## src/hw/rtl/nket_pkg.sv

```systemverilog
package nket_pkg;

  typedef enum logic [3:0] {
    CmdClear     = 4'd0,
    CmdFind      = 4'd1,
    CmdDeclare   = 4'd2,
    CmdSetSig    = 4'd3,
    CmdSetParam  = 4'd4,
    CmdSetStart  = 4'd5,
    CmdReadEntry = 4'd6,
    CmdReadParam = 4'd7,
    CmdSavepoint = 4'd8,
    CmdRollback  = 4'd9,
    CmdSnapshot  = 4'd10
  } cmd_e;

  // Width of a stored type code; the type ports carry 4 bits.
  localparam int TypeBits = 4;

  localparam logic [15:0] StartDefault = 16'hFFFF;
  localparam logic [7:0]  CountDefault = 8'hFF;
  localparam logic [3:0]  TypeVoid     = 4'd0;
  localparam logic [3:0]  TypeUnknown  = 4'd0;

  // Control handed down the cell chain.
  typedef struct packed {
    logic [63:0] name;
    logic [63:0] mask;
    logic        tail_zero;
    logic        active;
  } probe_t;

endpackage

```

## src/hw/rtl/nket_cell.sv

```systemverilog
// One compare cell: registers the probe, flags a match against its slot name.
module nket_cell (
  input  logic            clk_i,
  input  logic            rst_ni,
  input  nket_pkg::probe_t probe_i,
  input  logic [63:0]     stored_i,
  input  logic [63:0]     tail_i,
  input  logic            live_i,
  output nket_pkg::probe_t probe_o,
  output logic            hit_o
);

  nket_pkg::probe_t probe_q;
  logic             hit_q;

  // Hand probe to the next cell, latch the match.
  always_ff @(posedge clk_i or negedge rst_ni) begin
    if (!rst_ni) begin
      probe_q <= '0;
      hit_q   <= 1'b0;
    end else begin
      probe_q <= probe_i;
      hit_q   <= probe_i.active && live_i &&
                 (((stored_i ^ probe_i.name) & probe_i.mask) == 64'd0) &&
                 (!probe_i.tail_zero || ((stored_i & tail_i) == 64'd0));
    end
  end

  assign probe_o = probe_q;
  assign hit_o   = hit_q;

endmodule

```

## config.mk

```make
export PLATFORM = sky130hd
export DESIGN_NAME = nket_cell
export DESIGN_NICKNAME = d
export VERILOG_FILES = /design/src/hw/rtl/nket_pkg.sv /design/src/hw/rtl/nket_cell.sv
export SDC_FILE = /design/constraint.sdc
export NUM_CORES = 1
export LEC_CHECK = 0
export BUFFER_PORTS_ARGS = -buffer_cell sky130_fd_sc_hd__buf_2
export CAP_MARGIN = 0
export CORE_AREA = 2 2 154 156
export DETAILED_ROUTE_END_ITERATION = 6
export DIE_AREA = 0 0 156 158
export GPL_ROUTABILITY_DRIVEN = 0
export SYNTH_ARGS = -nofsm -noshare
export SYNTH_HDL_FRONTEND = slang
export SYNTH_SLANG_ARGS = --single-unit
export TNS_END_PERCENT = 1
```

## constraint.sdc

```tcl
create_clock -name clk_i -period 0.8 [get_ports clk_i]
set_clock_uncertainty 0.05 [all_clocks]
set_input_delay 0.04 -clock clk_i [delete_from_list [all_inputs] [get_ports clk_i]]
set_output_delay 0.04 -clock clk_i [all_outputs]
set_load 0.02 [all_outputs]
```

# Yosys cells after proc, flatten, opt, wreduce, memory -nomap -nowiden
# Index checks and enable logic that the tools add are counted.
dict set report word_totals {
  regBits 131
  in_bits 261
  wordCells 15
}
dict set report classes {
  bitwise 3
  n_reduce_logical 7
}
# operator n
set ops {}
lappend ops {{bitwise AND 64 bit} 2}
lappend ops {{logical NOT 64 bit} 2}
lappend ops {{XOR 64 bit} 1}
lappend ops {{logical AND 1 bit} 3}
lappend ops {{logical NOT 1 bit} 1}
lappend ops {{logical OR 1 bit} 1}

# Depth between registers and ports, before layout
# Gate-level depths: netlist (run 1).
dict set report logic_depth {
  word_depth 5
  ltp_mapped 6
}

# Least setup slack after synthesis (run 1)
# OpenSTA, ideal clock, no wires.
dict set report synth_path {
  kind {input to register}
  from {input tail_i[16]}
  to {register hit_q, in the netlist hit_o}
  setup_time_ns 0.111
  t_arrival_ns 1.382
  required_time_ns 0.639
  slack_ns -0.743
  stages 5
  n_path_buf 0
  cell_sequence {a22o_1 a221oi_2 nand4_1 or4_1 a2111oi_2}
}
dict set report synth_via {
  elab_chain_cells 4
}
# item line_no
set synth_rtl {}
lappend synth_rtl {{from (decl)} nket_cell.sv:7} ;# input logic [63:0] tail_i,
lappend synth_rtl {{bitwise AND 64 bit} nket_cell.sv:25} ;# (!probe_i.tail_zero || ((stored_i & tail_i) == 64'd0));
lappend synth_rtl {{logical NOT 64 bit} nket_cell.sv:25}
lappend synth_rtl {{logical OR 1 bit} nket_cell.sv:25}
lappend synth_rtl {{logical AND 1 bit} nket_cell.sv:24} ;# (((stored_i ^ probe_i.name) & probe_i.mask) == 64'd0) &&
lappend synth_rtl {{to (signal assigned)} nket_cell.sv:23} ;# hit_q <= probe_i.active && live_i &&
lappend synth_rtl {{to (decl)} nket_cell.sv:14} ;# logic hit_q;
# No other way between the ends.

# Worst setup path in the final report (run 1)
dict set report layout_path {
  from {input probe_i[110] (netlist name)}
  to {register hit_q, in the netlist hit_o}
}
dict set report layout_via {
  elab_chain_cells 5
}
# item line_no
set layout_rtl {}
lappend layout_rtl {{from (decl)} nket_cell.sv:5} ;# input nket_pkg::probe_t probe_i,
lappend layout_rtl {{XOR 64 bit} nket_cell.sv:24}
lappend layout_rtl {{bitwise AND 64 bit} nket_cell.sv:24}
lappend layout_rtl {{logical NOT 64 bit} nket_cell.sv:24}
lappend layout_rtl {{logical AND 1 bit} nket_cell.sv:23}
lappend layout_rtl {{logical AND 1 bit} nket_cell.sv:24}
# No other way between the ends.

==> metrics.txt, run 1 <==
# TYPE chip_impl_metric gauge
chip_impl_metric{name="critical_path_fanout_max",unit=""} 2
chip_impl_metric{name="worst_slew_pin_slew",unit="ps"} 929
chip_impl_metric{name="syn-num-nets",unit=""} 533
chip_impl_metric{name="drive_above_1_share",unit="%"} 58.3
chip_impl_metric{name="number_of_antenna_violations_at_the_first_check_in_global_routing",unit=""} 4
chip_impl_metric{name="fin_nets",unit=""} 1163
chip_impl_metric{name="grt_overflow_total",unit=""} 0
chip_impl_info{name="yosysTopAreaCell",value="dfrtp_1"} 1
chip_impl_metric{name="power",unit="mW"} 19.3
chip_impl_metric{name="m1WireLength",unit="mm"} 9.09
chip_impl_metric{name="synth_async_sr_flop_share",unit="%"} 100
chip_impl_metric{name="initialDrtViolationCount",unit=""} 127
chip_impl_metric{name="ctsHoldBuffers",unit=""} 130
chip_impl_metric{name="numClockSinks",unit=""} 131
chip_impl_metric{name="place_worst_setup_slack",unit="ps"} -1460
chip_impl_metric{name="synthDominantCellAreaShare",unit="%"} 71.9
chip_impl_metric{name="grt_usage",unit="%"} 17.8
chip_impl_info{name="synth_flop_cell",value="dfrtp_1"} 1
chip_impl_metric{name="timing.critical_path.arrival",unit="ps"} 2020
chip_impl_info{name="highest_layer",value="met4"} 1
chip_impl_metric{name="max_slew_vio_count",unit=""} 0
chip_impl_metric{name="grt_max_degree",unit=""} 28
chip_impl_metric{name="mappedNetlistArea",unit="sq um"} 4560
chip_impl_metric{name="leakage",unit="nW"} 4.96
chip_impl_metric{name="post_drt_via_cell_ratio",unit=""} 4.12
chip_impl_metric{name="dieArea",unit="sq um"} 24600
chip_impl_metric{name="wl_per_cell",unit="microns"} 18.8
chip_impl_metric{name="std_cell_rows",unit=""} 56
chip_impl_metric{name="setup-violations-final",unit=""} 132
chip_impl_metric{name="htree_num_levels",unit=""} 4
chip_impl_metric{name="finalWorstPathRequiredPeriod",unit="ps"} 1760
chip_impl_info{name="synthMostInstantiatedCell",value="dfrtp_1"} 1
chip_impl_metric{name="hold_fails_final_rpt",unit=""} 1
chip_impl_metric{name="placeable_core_region",unit="sq um"} 23100
chip_impl_metric{name="layout_setup_ws",unit="ps"} -960
chip_impl_metric{name="layout-area-overhead-vs-synth",unit="%"} 117
chip_impl_metric{name="syn-mean-instance-area",unit="sq um"} 16.8
chip_impl_metric{name="die-height",unit="microns"} 158
chip_impl_info{name="rsz0062_at_grt",value="yes"} 1
chip_impl_metric{name="filler_cell_count",unit=""} 2157
chip_impl_metric{name="yosysUniqueCellTypes",unit=""} 12
chip_impl_metric{name="synthesis.instances",unit=""} 272
chip_impl_metric{name="holdWs",unit="ps"} -303
chip_impl_metric{name="dr_total_vias",unit=""} 4975
chip_impl_metric{name="worst_slew_margin_rel",unit="%"} 38.1
chip_impl_metric{name="firstDrtPassIters",unit=""} 4
chip_impl_metric{name="worstHoldPathCells",unit=""} 1
chip_impl_metric{name="initial_core_util",unit="%"} 19.8
chip_impl_metric{name="die-width",unit="microns"} 156
chip_impl_metric{name="max_cap_violations",unit=""} 0
chip_impl_info{name="whs_endpoint",value="probe_o[61]"} 1
chip_impl_metric{name="yosys_register_bits",unit=""} 131
chip_impl_metric{name="first_global_vias",unit=""} 5317
chip_impl_metric{name="number_of_synthesized_flops_with_an_enable_pin",unit=""} 0
chip_impl_metric{name="crit_required",unit="ps"} 1060
chip_impl_metric{name="multiInputGateArea",unit="sq um"} 1340
chip_impl_metric{name="power.density",unit="nW/um^2"} 1950
chip_impl_metric{name="drt_drc_violations_left",unit=""} 0
chip_impl_info{name="netlist_top_cells_count",value="dfrtp_1, xor2_1, a22o_1"} 1
chip_impl_metric{name="dr_wl_met2",unit="mm"} 11.5
chip_impl_metric{name="ctsLongestPathBuffers",unit=""} 2
chip_impl_info{name="cts-root-buf",value="clkbuf_16"} 1
chip_impl_info{name="setup.worst_path.end_class",value="flop"} 1
chip_impl_metric{name="place.detailed.hpwl",unit="mm"} 17.8
chip_impl_metric{name="synth_sequential_area_ratio",unit="%"} 71.9
chip_impl_metric{name="layout_worst_path_cycle_share",unit="%"} 220
chip_impl_metric{name="cts_buffers",unit=""} 17
chip_impl_metric{name="postRouteAntennaNets",unit=""} 0
chip_impl_metric{name="placed_instance_area",unit="sq um"} 7640
chip_impl_metric{name="io_pins",unit=""} 392
chip_impl_metric{name="power.ir.vdd_worst",unit="mV"} 1.14
chip_impl_info{name="worstSetupStartpointType",value="primary input"} 1
chip_impl_info{name="violations",value="hold timing, setup timing"} 1
chip_impl_metric{name="post_layout_instance_area",unit="sq um"} 9890
chip_impl_info{name="hold_path.startpoint",value="probe_i[61]"} 1
chip_impl_metric{name="wl",unit="mm"} 22.7
chip_impl_metric{name="clock.fmax",unit="MHz"} 568
chip_impl_info{name="synth.area.top_cells",value="dfrtp_1, xor2_1, a22o_1"} 1
chip_impl_info{name="tritoncts",value="built"} 1
chip_impl_metric{name="yosysWarnings",unit=""} 0
chip_impl_info{name="min_path_type",value="primary input to flop"} 1
chip_impl_metric{name="grt_pass1_wl",unit="mm"} 31.3
chip_impl_metric{name="area.sequential",unit="sq um"} 3280
chip_impl_info{name="status",value="finished with violations"} 1
chip_impl_info{name="critical_path_class",value="primary input to flop"} 1
chip_impl_metric{name="setup_total_negative_slack",unit="ps"} -28620
chip_impl_metric{name="place.port_buffers",unit=""} 391
chip_impl_metric{name="detailroute.wirelength.met3",unit="mm"} 1.54
chip_impl_metric{name="path_clk_slew",unit="ps"} 60
## flip-flops by register name, indices dropped and copies added, names as in the netlist
signal and cells:
probe_o 130, hit_o 1
## metrics by stage
| step | util, % | cells |
|---|---|---|
| global route | 42.9 | 1205 |
| floorplan | - | 272 |
| finish | 42.9 | 1208 |
| detailed placement | 33.2 | 1043 |
| CTS | 42.0 | 1204 |
| global placement | 33.2 | 1043 |
## how the worst max path moves through the flow
stage	startpoint	endpoint	slack (ps)	cells after the start
floorplan	probe_i[109]	hit_o	-710	6
global placement	stored_i[44]	hit_o	-1450	6
detailed placement	probe_i[110]	hit_o	-1460	6
CTS	probe_i[110]	hit_o	-890	6
global route	probe_i[110]	hit_o	-960	6
finish	probe_i[110]	hit_o	-960	6
## per-layer routing
layer,track usage (%),up-vias
met5,0,-
met2,31.3,260
met4,6.73,0
li1,-,2291
met3,5.56,32
met1,20.3,2392
## repair_timing
item | 4_1_cts | 5_1_grt
pin swaps | 3 | 2
resized for setup | 29 | 61
setup buffers | 0 | 0
endpoints found under the hold margin | 262 | 1
setup endpoints to repair | 132 | 132
## kinds of logic (layout without fill, tap and decap cells)
group | after synthesis | in the layout | synth area share [%]
other | 0 | 4 | 0
buffers and inverters | 0 | 642 | 0
DFF | 131 | 131 | 71.9
AOI/OAI and AO/OA | 64 | 64 | 14.1
xor gates and xnor gates | 64 | 64 | 12.3
and+or+nand+nor | 13 | 13 | 1.73
## power by group
group          total, mW  internal [mW]  leakage [nW]  switching (mW)
Clock               8.49           5.38         0.309            3.11
Combinational       3.73           1.94          3.12            1.79
Sequential          7.07           6.96          1.53           0.111
Total               19.3           14.3          4.96            5.01
## cell type report
cell class,instances,area share [%]
antenna,4,0.101
sequential,131,33.2
timing repair buffer,611,43.1
tap,290,3.67
clock buffer,19,4.58
multi-input combinational,141,13.5
clock inverter,12,1.84
## cell usage in the layout (no fill, tap or decap)
cell type	n
nand2_1	1
clkbuf_16	17
or4_1	1
dlygate4sd3_1	130
buf_4	86
clkbuf_8	2
a221oi_1	9
clkinv_2	2
xor2_1	64
a22o_1	28
clkinv_4	5
dfrtp_1	131
buf_12	4
a2111oi_4	1
a222oi_1	1
buf_6	45
or4_4	1
nand3_1	2
a221oi_2	19
bufinv_16	4
a22oi_1	6
buf_2	346
clkinvlp_4	1
diode_2	4
nand4_1	8
## worst max-delay path: stages
cell and delay [ps]:
buf_6 100, xor2_1 150, a222oi_1 830, nand4_1 230, or4_4 480, a2111oi_4 190
Note: power is estimated with default switching activity, not from simulation.
==> run 2: changes to the inputs <==
--- a/config.mk
+++ b/config.mk
@@ -11,6 +11,7 @@
 export DETAILED_ROUTE_END_ITERATION = 6
 export DIE_AREA = 0 0 156 158
 export GPL_ROUTABILITY_DRIVEN = 0
+export PLACE_DENSITY_LB_ADDON = 0.15
 export SYNTH_ARGS = -nofsm -noshare
 export SYNTH_HDL_FRONTEND = slang
 export SYNTH_SLANG_ARGS = --single-unit
==> run 2 against run 1 <==
Net effect:
- the run still ends with hold timing, setup timing left
- flip-flop and latch count unchanged
- worst hold slack improved by 50 ps
- die area unchanged
- clock power decreased by 9.7%
- cell area decreased by 3.0%
- first-iteration DRC count decreased by 2.4%
- critical endpoint unchanged
- power decreased by 5.3%
- largest cell class unchanged
- sequential power about the same
- combinational power decreased by 5%
- largest power group unchanged
- sequential share of layout area increased by 1.0 points
- cell count decreased by 1.8%
==> metrics.txt, run 2 (synthesis gave the netlist of run 1 again) <==
# TYPE chip_impl_metric gauge
chip_impl_metric{name="worst_slew_margin_rel",unit="%"} 53.0
chip_impl_metric{name="finalWorstPathRequiredPeriod",unit="ps"} 1780
chip_impl_metric{name="grt_usage",unit="%"} 17.1
chip_impl_metric{name="std_cell_rows",unit=""} 56
chip_impl_metric{name="grt_overflow_total",unit=""} 0
chip_impl_metric{name="cts_buffers",unit=""} 17
chip_impl_metric{name="switching_share",unit="%"} 26.4
chip_impl_metric{name="power.density",unit="nW/um^2"} 1910
chip_impl_metric{name="ctsLongestPathBuffers",unit=""} 2
chip_impl_metric{name="leakage",unit="nW"} 4.80
chip_impl_metric{name="grt_max_degree",unit=""} 34
chip_impl_metric{name="gr_layer_usage_met2",unit="%"} 31.4
chip_impl_metric{name="final_core_area_utilization",unit="%"} 41.6
chip_impl_info{name="tritoncts",value="built"} 1
chip_impl_metric{name="crit_required",unit="ps"} 1040
chip_impl_metric{name="die-height",unit="microns"} 158
chip_impl_metric{name="dieArea",unit="sq um"} 24600
chip_impl_metric{name="placeable_core_region",unit="sq um"} 23100
chip_impl_metric{name="firstDrtPassIters",unit=""} 4
chip_impl_metric{name="power_report.internal_total",unit="mW"} 13.4
chip_impl_metric{name="path_clk_slew",unit="ps"} 50
chip_impl_metric{name="grt_pass1_wl",unit="mm"} 30.6
chip_impl_info{name="globalRoute.busiestLayer",value="met2"} 1
chip_impl_metric{name="layout-area-overhead-vs-synth",unit="%"} 110
chip_impl_metric{name="fin_nets",unit=""} 1143
chip_impl_metric{name="clock_power_share",unit="%"} 42.0
chip_impl_metric{name="wl",unit="mm"} 21.7
chip_impl_metric{name="wl_per_cell",unit="microns"} 18.3
chip_impl_metric{name="max_slew_vio_count",unit=""} 0
chip_impl_metric{name="postRouteAntennaNets",unit=""} 0
chip_impl_metric{name="hold_fails_final_rpt",unit=""} 1
chip_impl_metric{name="first_global_vias",unit=""} 5400
chip_impl_metric{name="layout_worst_path_cycle_share",unit="%"} 222
chip_impl_metric{name="initialDrtViolationCount",unit=""} 124
chip_impl_info{name="min_path_type",value="primary input to flop"} 1
chip_impl_metric{name="initial_core_util",unit="%"} 19.8
chip_impl_metric{name="dr_total_vias",unit=""} 4813
chip_impl_metric{name="number_of_antenna_violations_at_the_first_check_in_global_routing",unit=""} 1
chip_impl_info{name="critical_path_class",value="primary input to flop"} 1
chip_impl_metric{name="drive_above_1_share",unit="%"} 57.1
chip_impl_metric{name="timing.critical_path.arrival",unit="ps"} 2020
chip_impl_metric{name="place_worst_setup_slack",unit="ps"} -1610
chip_impl_metric{name="met3_usage_grt",unit="%"} 4.65
chip_impl_info{name="cts-root-buf",value="clkbuf_16"} 1
chip_impl_info{name="rsz0062_at_grt",value="yes"} 1
chip_impl_metric{name="drt_drc_violations_left",unit=""} 0
chip_impl_metric{name="critical_path_fanout_max",unit=""} 2
chip_impl_metric{name="clock.fmax",unit="MHz"} 562
chip_impl_metric{name="worst_slew_pin_slew",unit="ps"} 705
chip_impl_metric{name="ctsHoldBuffers",unit=""} 130
chip_impl_metric{name="filler_cell_count",unit=""} 2244
chip_impl_info{name="final_cell_mix",value="buf_2, dfrtp_1, dlygate4sd3_1, buf_4, xor2_1"} 1
chip_impl_metric{name="layout_setup_ws",unit="ps"} -979
chip_impl_metric{name="power.ir.vdd_worst",unit="mV"} 1.14
chip_impl_metric{name="seq_power_share",unit="%"} 38.7
chip_impl_info{name="worstSetupStartpointType",value="primary input"} 1
chip_impl_info{name="worst_setup_path_endpoint",value="hit_o"} 1
chip_impl_info{name="setup.worst_path.end_class",value="flop"} 1
chip_impl_info{name="violations",value="hold timing, setup timing"} 1
chip_impl_metric{name="setup-violations-final",unit=""} 132
chip_impl_metric{name="multiInputGateArea",unit="sq um"} 1330
chip_impl_metric{name="area.sequential",unit="sq um"} 3280
chip_impl_metric{name="place.port_buffers",unit=""} 391
chip_impl_metric{name="htree_num_levels",unit=""} 4
chip_impl_metric{name="holdWs",unit="ps"} -253
chip_impl_metric{name="io_pins",unit=""} 392
chip_impl_metric{name="net_switching_power_of_the_design",unit="mW"} 4.82
chip_impl_metric{name="numClockSinks",unit=""} 131
chip_impl_metric{name="place.detailed.hpwl",unit="mm"} 17.4
chip_impl_metric{name="post_drt_via_cell_ratio",unit=""} 4.06
chip_impl_metric{name="largest_register_ffs",unit=""} 130
chip_impl_metric{name="gr-usage-met1",unit="%"} 19.1
chip_impl_metric{name="max_cap_violations",unit=""} 0
chip_impl_metric{name="die-width",unit="microns"} 156
chip_impl_metric{name="power.share.combinational",unit="%"} 19.4
chip_impl_info{name="status",value="finished with violations"} 1
chip_impl_info{name="crit_start",value="probe_i[110]"} 1
chip_impl_info{name="most_common_cell_after_layout_fill_and_taps_aside",value="buf_2"} 1
[run 2: worst min-delay path by stage]
stage,from,endpoint,depth (start not counted)
global placement,rst_ni,probe_o[63],1
floorplan,rst_ni,hit_o,0
global route,probe_i[27],probe_o[27],1
CTS,probe_i[27],probe_o[27],1
finish,probe_i[27],probe_o[27],1
detailed placement,rst_ni,probe_o[13],1
[run 2: layer usage]
metal | routed length, microns | up-vias
met5 | 0 | -
met4 | 421 | 0
met3 | 1460 | 27
met2 | 11500 | 234
met1 | 8350 | 2313
li1 | - | 2239
[run 2: what timing repair did]
item                       CTS  global route
pin swaps                    3             0
gates resized for setup     34            36
setup buffers                0             0
setup endpoints to repair  132           132
hold endpoints to repair   262             1
[run 2: metrics by stage]
stage / TNS (ps) / hold slack [ps] / cell area (sq um) / std cells / total power [mW]
after global routing: -34160 / -279 / 9590 / 1184 / 19.1
final: -28510 / -253 / 9590 / 1186 / 18.3
after CTS: -32210 / -277 / 9470 / 1183 / 18.5
after global placement: -1520 / -117 / 7480 / 1023 / 10.1
after detailed placement: -1610 / -115 / 7480 / 1023 / 10.2
after floorplan: -705 / -306 / 4590 / 272 / 8.14
[run 2: critical path, stage by stage]
cell       delay (ps)
buf_2             110
xor2_1            180
a222oi_1          660
buf_4             230
nand4_1           130
or4_4             460
a2111oi_4         220
[run 2: power groups by stage]
stage                     Combinational (mW)  Clock (mW)  Sequential, mW
final                                   3.54        7.67            7.06
after global routing                    3.82        8.24            7.09
after CTS                               3.54        7.92            7.05
after detailed placement                2.99           0            7.16
after global placement                  2.98           0            7.16
after floorplan                        0.528           0            7.62
[run 2: final cells by class]
class | instances | area share, %
timing repair buffer | 591 | 42.1
sequential | 131 | 34.2
multi-input combinational | 141 | 13.9
clock buffer | 19 | 4.62
tap | 290 | 3.78
clock inverter | 11 | 1.36
antenna | 3 | 0.0783
==> run 3: changes to the inputs <==
--- a/config.mk
+++ b/config.mk
@@ -11,6 +11,7 @@
 export DETAILED_ROUTE_END_ITERATION = 6
 export DIE_AREA = 0 0 156 158
 export GPL_ROUTABILITY_DRIVEN = 0
+export GPL_TIMING_DRIVEN = 0
 export PLACE_DENSITY_LB_ADDON = 0.15
 export SYNTH_ARGS = -nofsm -noshare
 export SYNTH_HDL_FRONTEND = slang
==> constraint.sdc (replaced) <==
create_clock -name clk_i -period 0.8 [get_ports clk_i]
set_clock_uncertainty 0.05 [all_clocks]
set_input_delay 0.04 -clock clk_i [delete_from_list [all_inputs] [get_ports clk_i]]
set_output_delay 0.04 -clock clk_i [all_outputs]
set_load 0.05 [all_outputs]
==> run 3 against run 2 <==
Net effect:
- the run still ends with hold timing, setup timing left
- via count decreased by 4.6%
- cell area increased by 1.3%
- die area unchanged
- sequential power increased by 1%
- first-iteration DRC count increased by 14%
- worst hold slack got worse by 200 ps
- power increased by 7.5%
- cell count decreased by 5.7%
- clock-buffer cell count unchanged
- critical path type unchanged
- largest power group unchanged
==> metrics.txt, run 3 (synthesis gave the netlist of run 1 again) <==
# TYPE chip_impl_metric gauge
chip_impl_metric{name="place.port_buffers",unit=""} 391
chip_impl_info{name="final_cell_mix",value="buf_2, buf_6, dfrtp_1, dlygate4sd3_1, xor2_1"} 1
chip_impl_metric{name="drive_above_1_share",unit="%"} 53.7
chip_impl_metric{name="grt_overflow_total",unit=""} 0
chip_impl_metric{name="post_layout_instance_area",unit="sq um"} 9720
chip_impl_metric{name="gr_layer_usage_met2",unit="%"} 30.4
chip_impl_metric{name="multiInputGateArea",unit="sq um"} 1340
chip_impl_metric{name="drt_drc_violations_left",unit=""} 0
chip_impl_metric{name="io_pins",unit=""} 392
chip_impl_metric{name="numClockSinks",unit=""} 131
chip_impl_info{name="critical-path-slowest-cell",value="a222oi_1"} 1
chip_impl_metric{name="post_drt_via_cell_ratio",unit=""} 4.11
chip_impl_metric{name="slowest_delay",unit="ps"} 790
chip_impl_metric{name="placed_instance_area",unit="sq um"} 6940
chip_impl_metric{name="number_of_cells_in_the_finished_layout_apart_from_fillers",unit=""} 1118
chip_impl_info{name="worst_path_dominant_cell_family",value="compound AO/OA/AOI/OAI gates"} 1
chip_impl_metric{name="gr-usage-met1",unit="%"} 18.1
chip_impl_metric{name="holdWs",unit="ps"} -456
chip_impl_info{name="most_common_cell_after_layout_fill_and_taps_aside",value="buf_2"} 1
chip_impl_metric{name="grt_max_degree",unit=""} 74
chip_impl_metric{name="place.detailed.hpwl",unit="mm"} 16.8
chip_impl_metric{name="ctsHoldBuffers",unit=""} 129
chip_impl_metric{name="area.sequential",unit="sq um"} 3280
chip_impl_info{name="violations",value="hold timing, setup timing"} 1
chip_impl_metric{name="worst_slew_margin_rel",unit="%"} 41.0
chip_impl_metric{name="layout_setup_ws",unit="ps"} -1060
chip_impl_metric{name="power.density",unit="nW/um^2"} 2020
chip_impl_metric{name="layout_worst_path_cycle_share",unit="%"} 233
chip_impl_metric{name="filler_cell_count",unit=""} 2252
chip_impl_metric{name="clock.fmax",unit="MHz"} 537
chip_impl_info{name="rsz0062_at_grt",value="yes"} 1
chip_impl_metric{name="htree_num_levels",unit=""} 4
chip_impl_metric{name="wl_per_cell",unit="microns"} 18.9
chip_impl_metric{name="die-height",unit="microns"} 158
chip_impl_metric{name="met3_usage_grt",unit="%"} 6.05
chip_impl_metric{name="leakage",unit="nW"} 4.69
chip_impl_metric{name="timing.critical_path.arrival",unit="ps"} 2120
chip_impl_metric{name="wl",unit="mm"} 21.1
chip_impl_metric{name="crit_required",unit="ps"} 1050
chip_impl_metric{name="power.ir.vdd_worst",unit="mV"} 1.08
chip_impl_metric{name="placed_cells_incl_taps",unit=""} 954
chip_impl_info{name="crit_chain",value="buf_6, xor2_2, a222oi_1, nand4_1, or4_4, a2111oi_4"} 1
chip_impl_metric{name="critical_path_fanout_max",unit=""} 2
chip_impl_metric{name="setup-violations-final",unit=""} 132
chip_impl_metric{name="ctsLongestPathBuffers",unit=""} 2
chip_impl_info{name="min_path_type",value="primary input to async pin"} 1
chip_impl_metric{name="grt_pass1_wl",unit="mm"} 29.7
chip_impl_metric{name="setup_bufs_post_cts",unit=""} 0
chip_impl_info{name="setup.worst_path.end_class",value="flop"} 1
chip_impl_info{name="tritoncts",value="built"} 1
chip_impl_metric{name="max_cap_violations",unit=""} 0
chip_impl_info{name="worstSetupStartpointType",value="primary input"} 1
chip_impl_metric{name="path_clk_slew",unit="ps"} 60
chip_impl_metric{name="layout-area-overhead-vs-synth",unit="%"} 113
chip_impl_metric{name="buffers_and_inverters_on_the_worst_path",unit=""} 1
chip_impl_metric{name="firstDrtPassIters",unit=""} 4
chip_impl_metric{name="max_slew_vio_count",unit=""} 0
chip_impl_info{name="status",value="finished with violations"} 1
chip_impl_metric{name="std_cell_rows",unit=""} 56
chip_impl_metric{name="first_global_vias",unit=""} 5116
chip_impl_info{name="critical_path_class",value="primary input to flop"} 1
chip_impl_metric{name="placeable_core_region",unit="sq um"} 23100
chip_impl_metric{name="cts_buffers",unit=""} 17
chip_impl_metric{name="die-width",unit="microns"} 156
chip_impl_metric{name="dr_total_vias",unit=""} 4594
chip_impl_metric{name="fin_nets",unit=""} 1073
chip_impl_metric{name="largest_register_ffs",unit=""} 130
chip_impl_metric{name="dieArea",unit="sq um"} 24600
chip_impl_metric{name="initialDrtViolationCount",unit=""} 141
chip_impl_info{name="cts-root-buf",value="clkbuf_16"} 1
chip_impl_metric{name="finalWorstPathRequiredPeriod",unit="ps"} 1860
chip_impl_metric{name="hold_fails_final_rpt",unit=""} 68
chip_impl_metric{name="initial_core_util",unit="%"} 19.8
chip_impl_metric{name="grt_usage",unit="%"} 16.7
chip_impl_metric{name="number_of_antenna_violations_at_the_first_check_in_global_routing",unit=""} 4
chip_impl_metric{name="postRouteAntennaNets",unit=""} 0
chip_impl_metric{name="worst_slew_pin_slew",unit="ps"} 884
chip_impl_info{name="globalRoute.busiestLayer",value="met2"} 1
## run 3: changes by cell type in the layout (fill, tap and decap cells not counted), sizes merged
cell / change
buf: -69
clkinv: +5
inv: -3
bufinv: +2
clkinvlp: -2
dlygate4sd3: -1
## run 3: worst max path at each step
stage | startpoint | end | slack, ps | cells after the start
5_1_grt | probe_i[110] | hit_o | -1160 | 6
6_report | probe_i[110] | hit_o | -1060 | 6
2_1_floorplan | probe_i[109] | hit_o | -710 | 6
3_5_place_dp | stored_i[44] | hit_o | -1630 | 6
4_1_cts | stored_i[44] | hit_o | -1120 | 6
3_3_place_gp | rst_ni | probe_o[81] | -2180 | 1
## run 3: metal layers
metal  up-vias  part of all wire (%)
met3        24                   7.9
met1      2244                    37
met4         2                   2.0
met2       228                    53
met5         -                 0.076
li1       2096                     -
## run 3: area by class of cell
cell class	count	area share, %
diodes	3	0.0773
repair buffers	521	42.3
multi-input cells	141	13.8
well taps	290	3.73
clock inverters	13	1.91
clock buffers	19	4.46
flip-flops and latches	131	33.7
## run 3: stage by stage
step	power, mW	utilization, %	hold WS [ps]	TNS [ps]	setup WS [ps]
after detailed placement	10.6	30.1	4.55	-8730	-1630
after global routing	20.5	42.1	-428	-36430	-1160
final	19.6	42.2	-456	-30510	-1060
after floorplan	8.92	-	-306	-705	-705
after CTS	20.0	42.1	-449	-34020	-1120
after global placement	10.6	30.0	113	-285000	-2180
## run 3: report_power, final
part | leakage, nW | total [mW] | internal [mW] | switching, mW
clock network | 0.297 | 8.20 | 5.22 | 2.98
logic | 2.87 | 4.32 | 1.90 | 2.43
registers | 1.53 | 7.13 | 6.96 | 0.166
total | 4.69 | 19.6 | 14.1 | 5.57
## run 3: timing repair
action / in CTS / in global routing
hold endpoints to repair: 189 / 59
resized for setup: 268 / 1
pin swaps: 1 / 0
endpoints found under the setup margin: 132 / 132
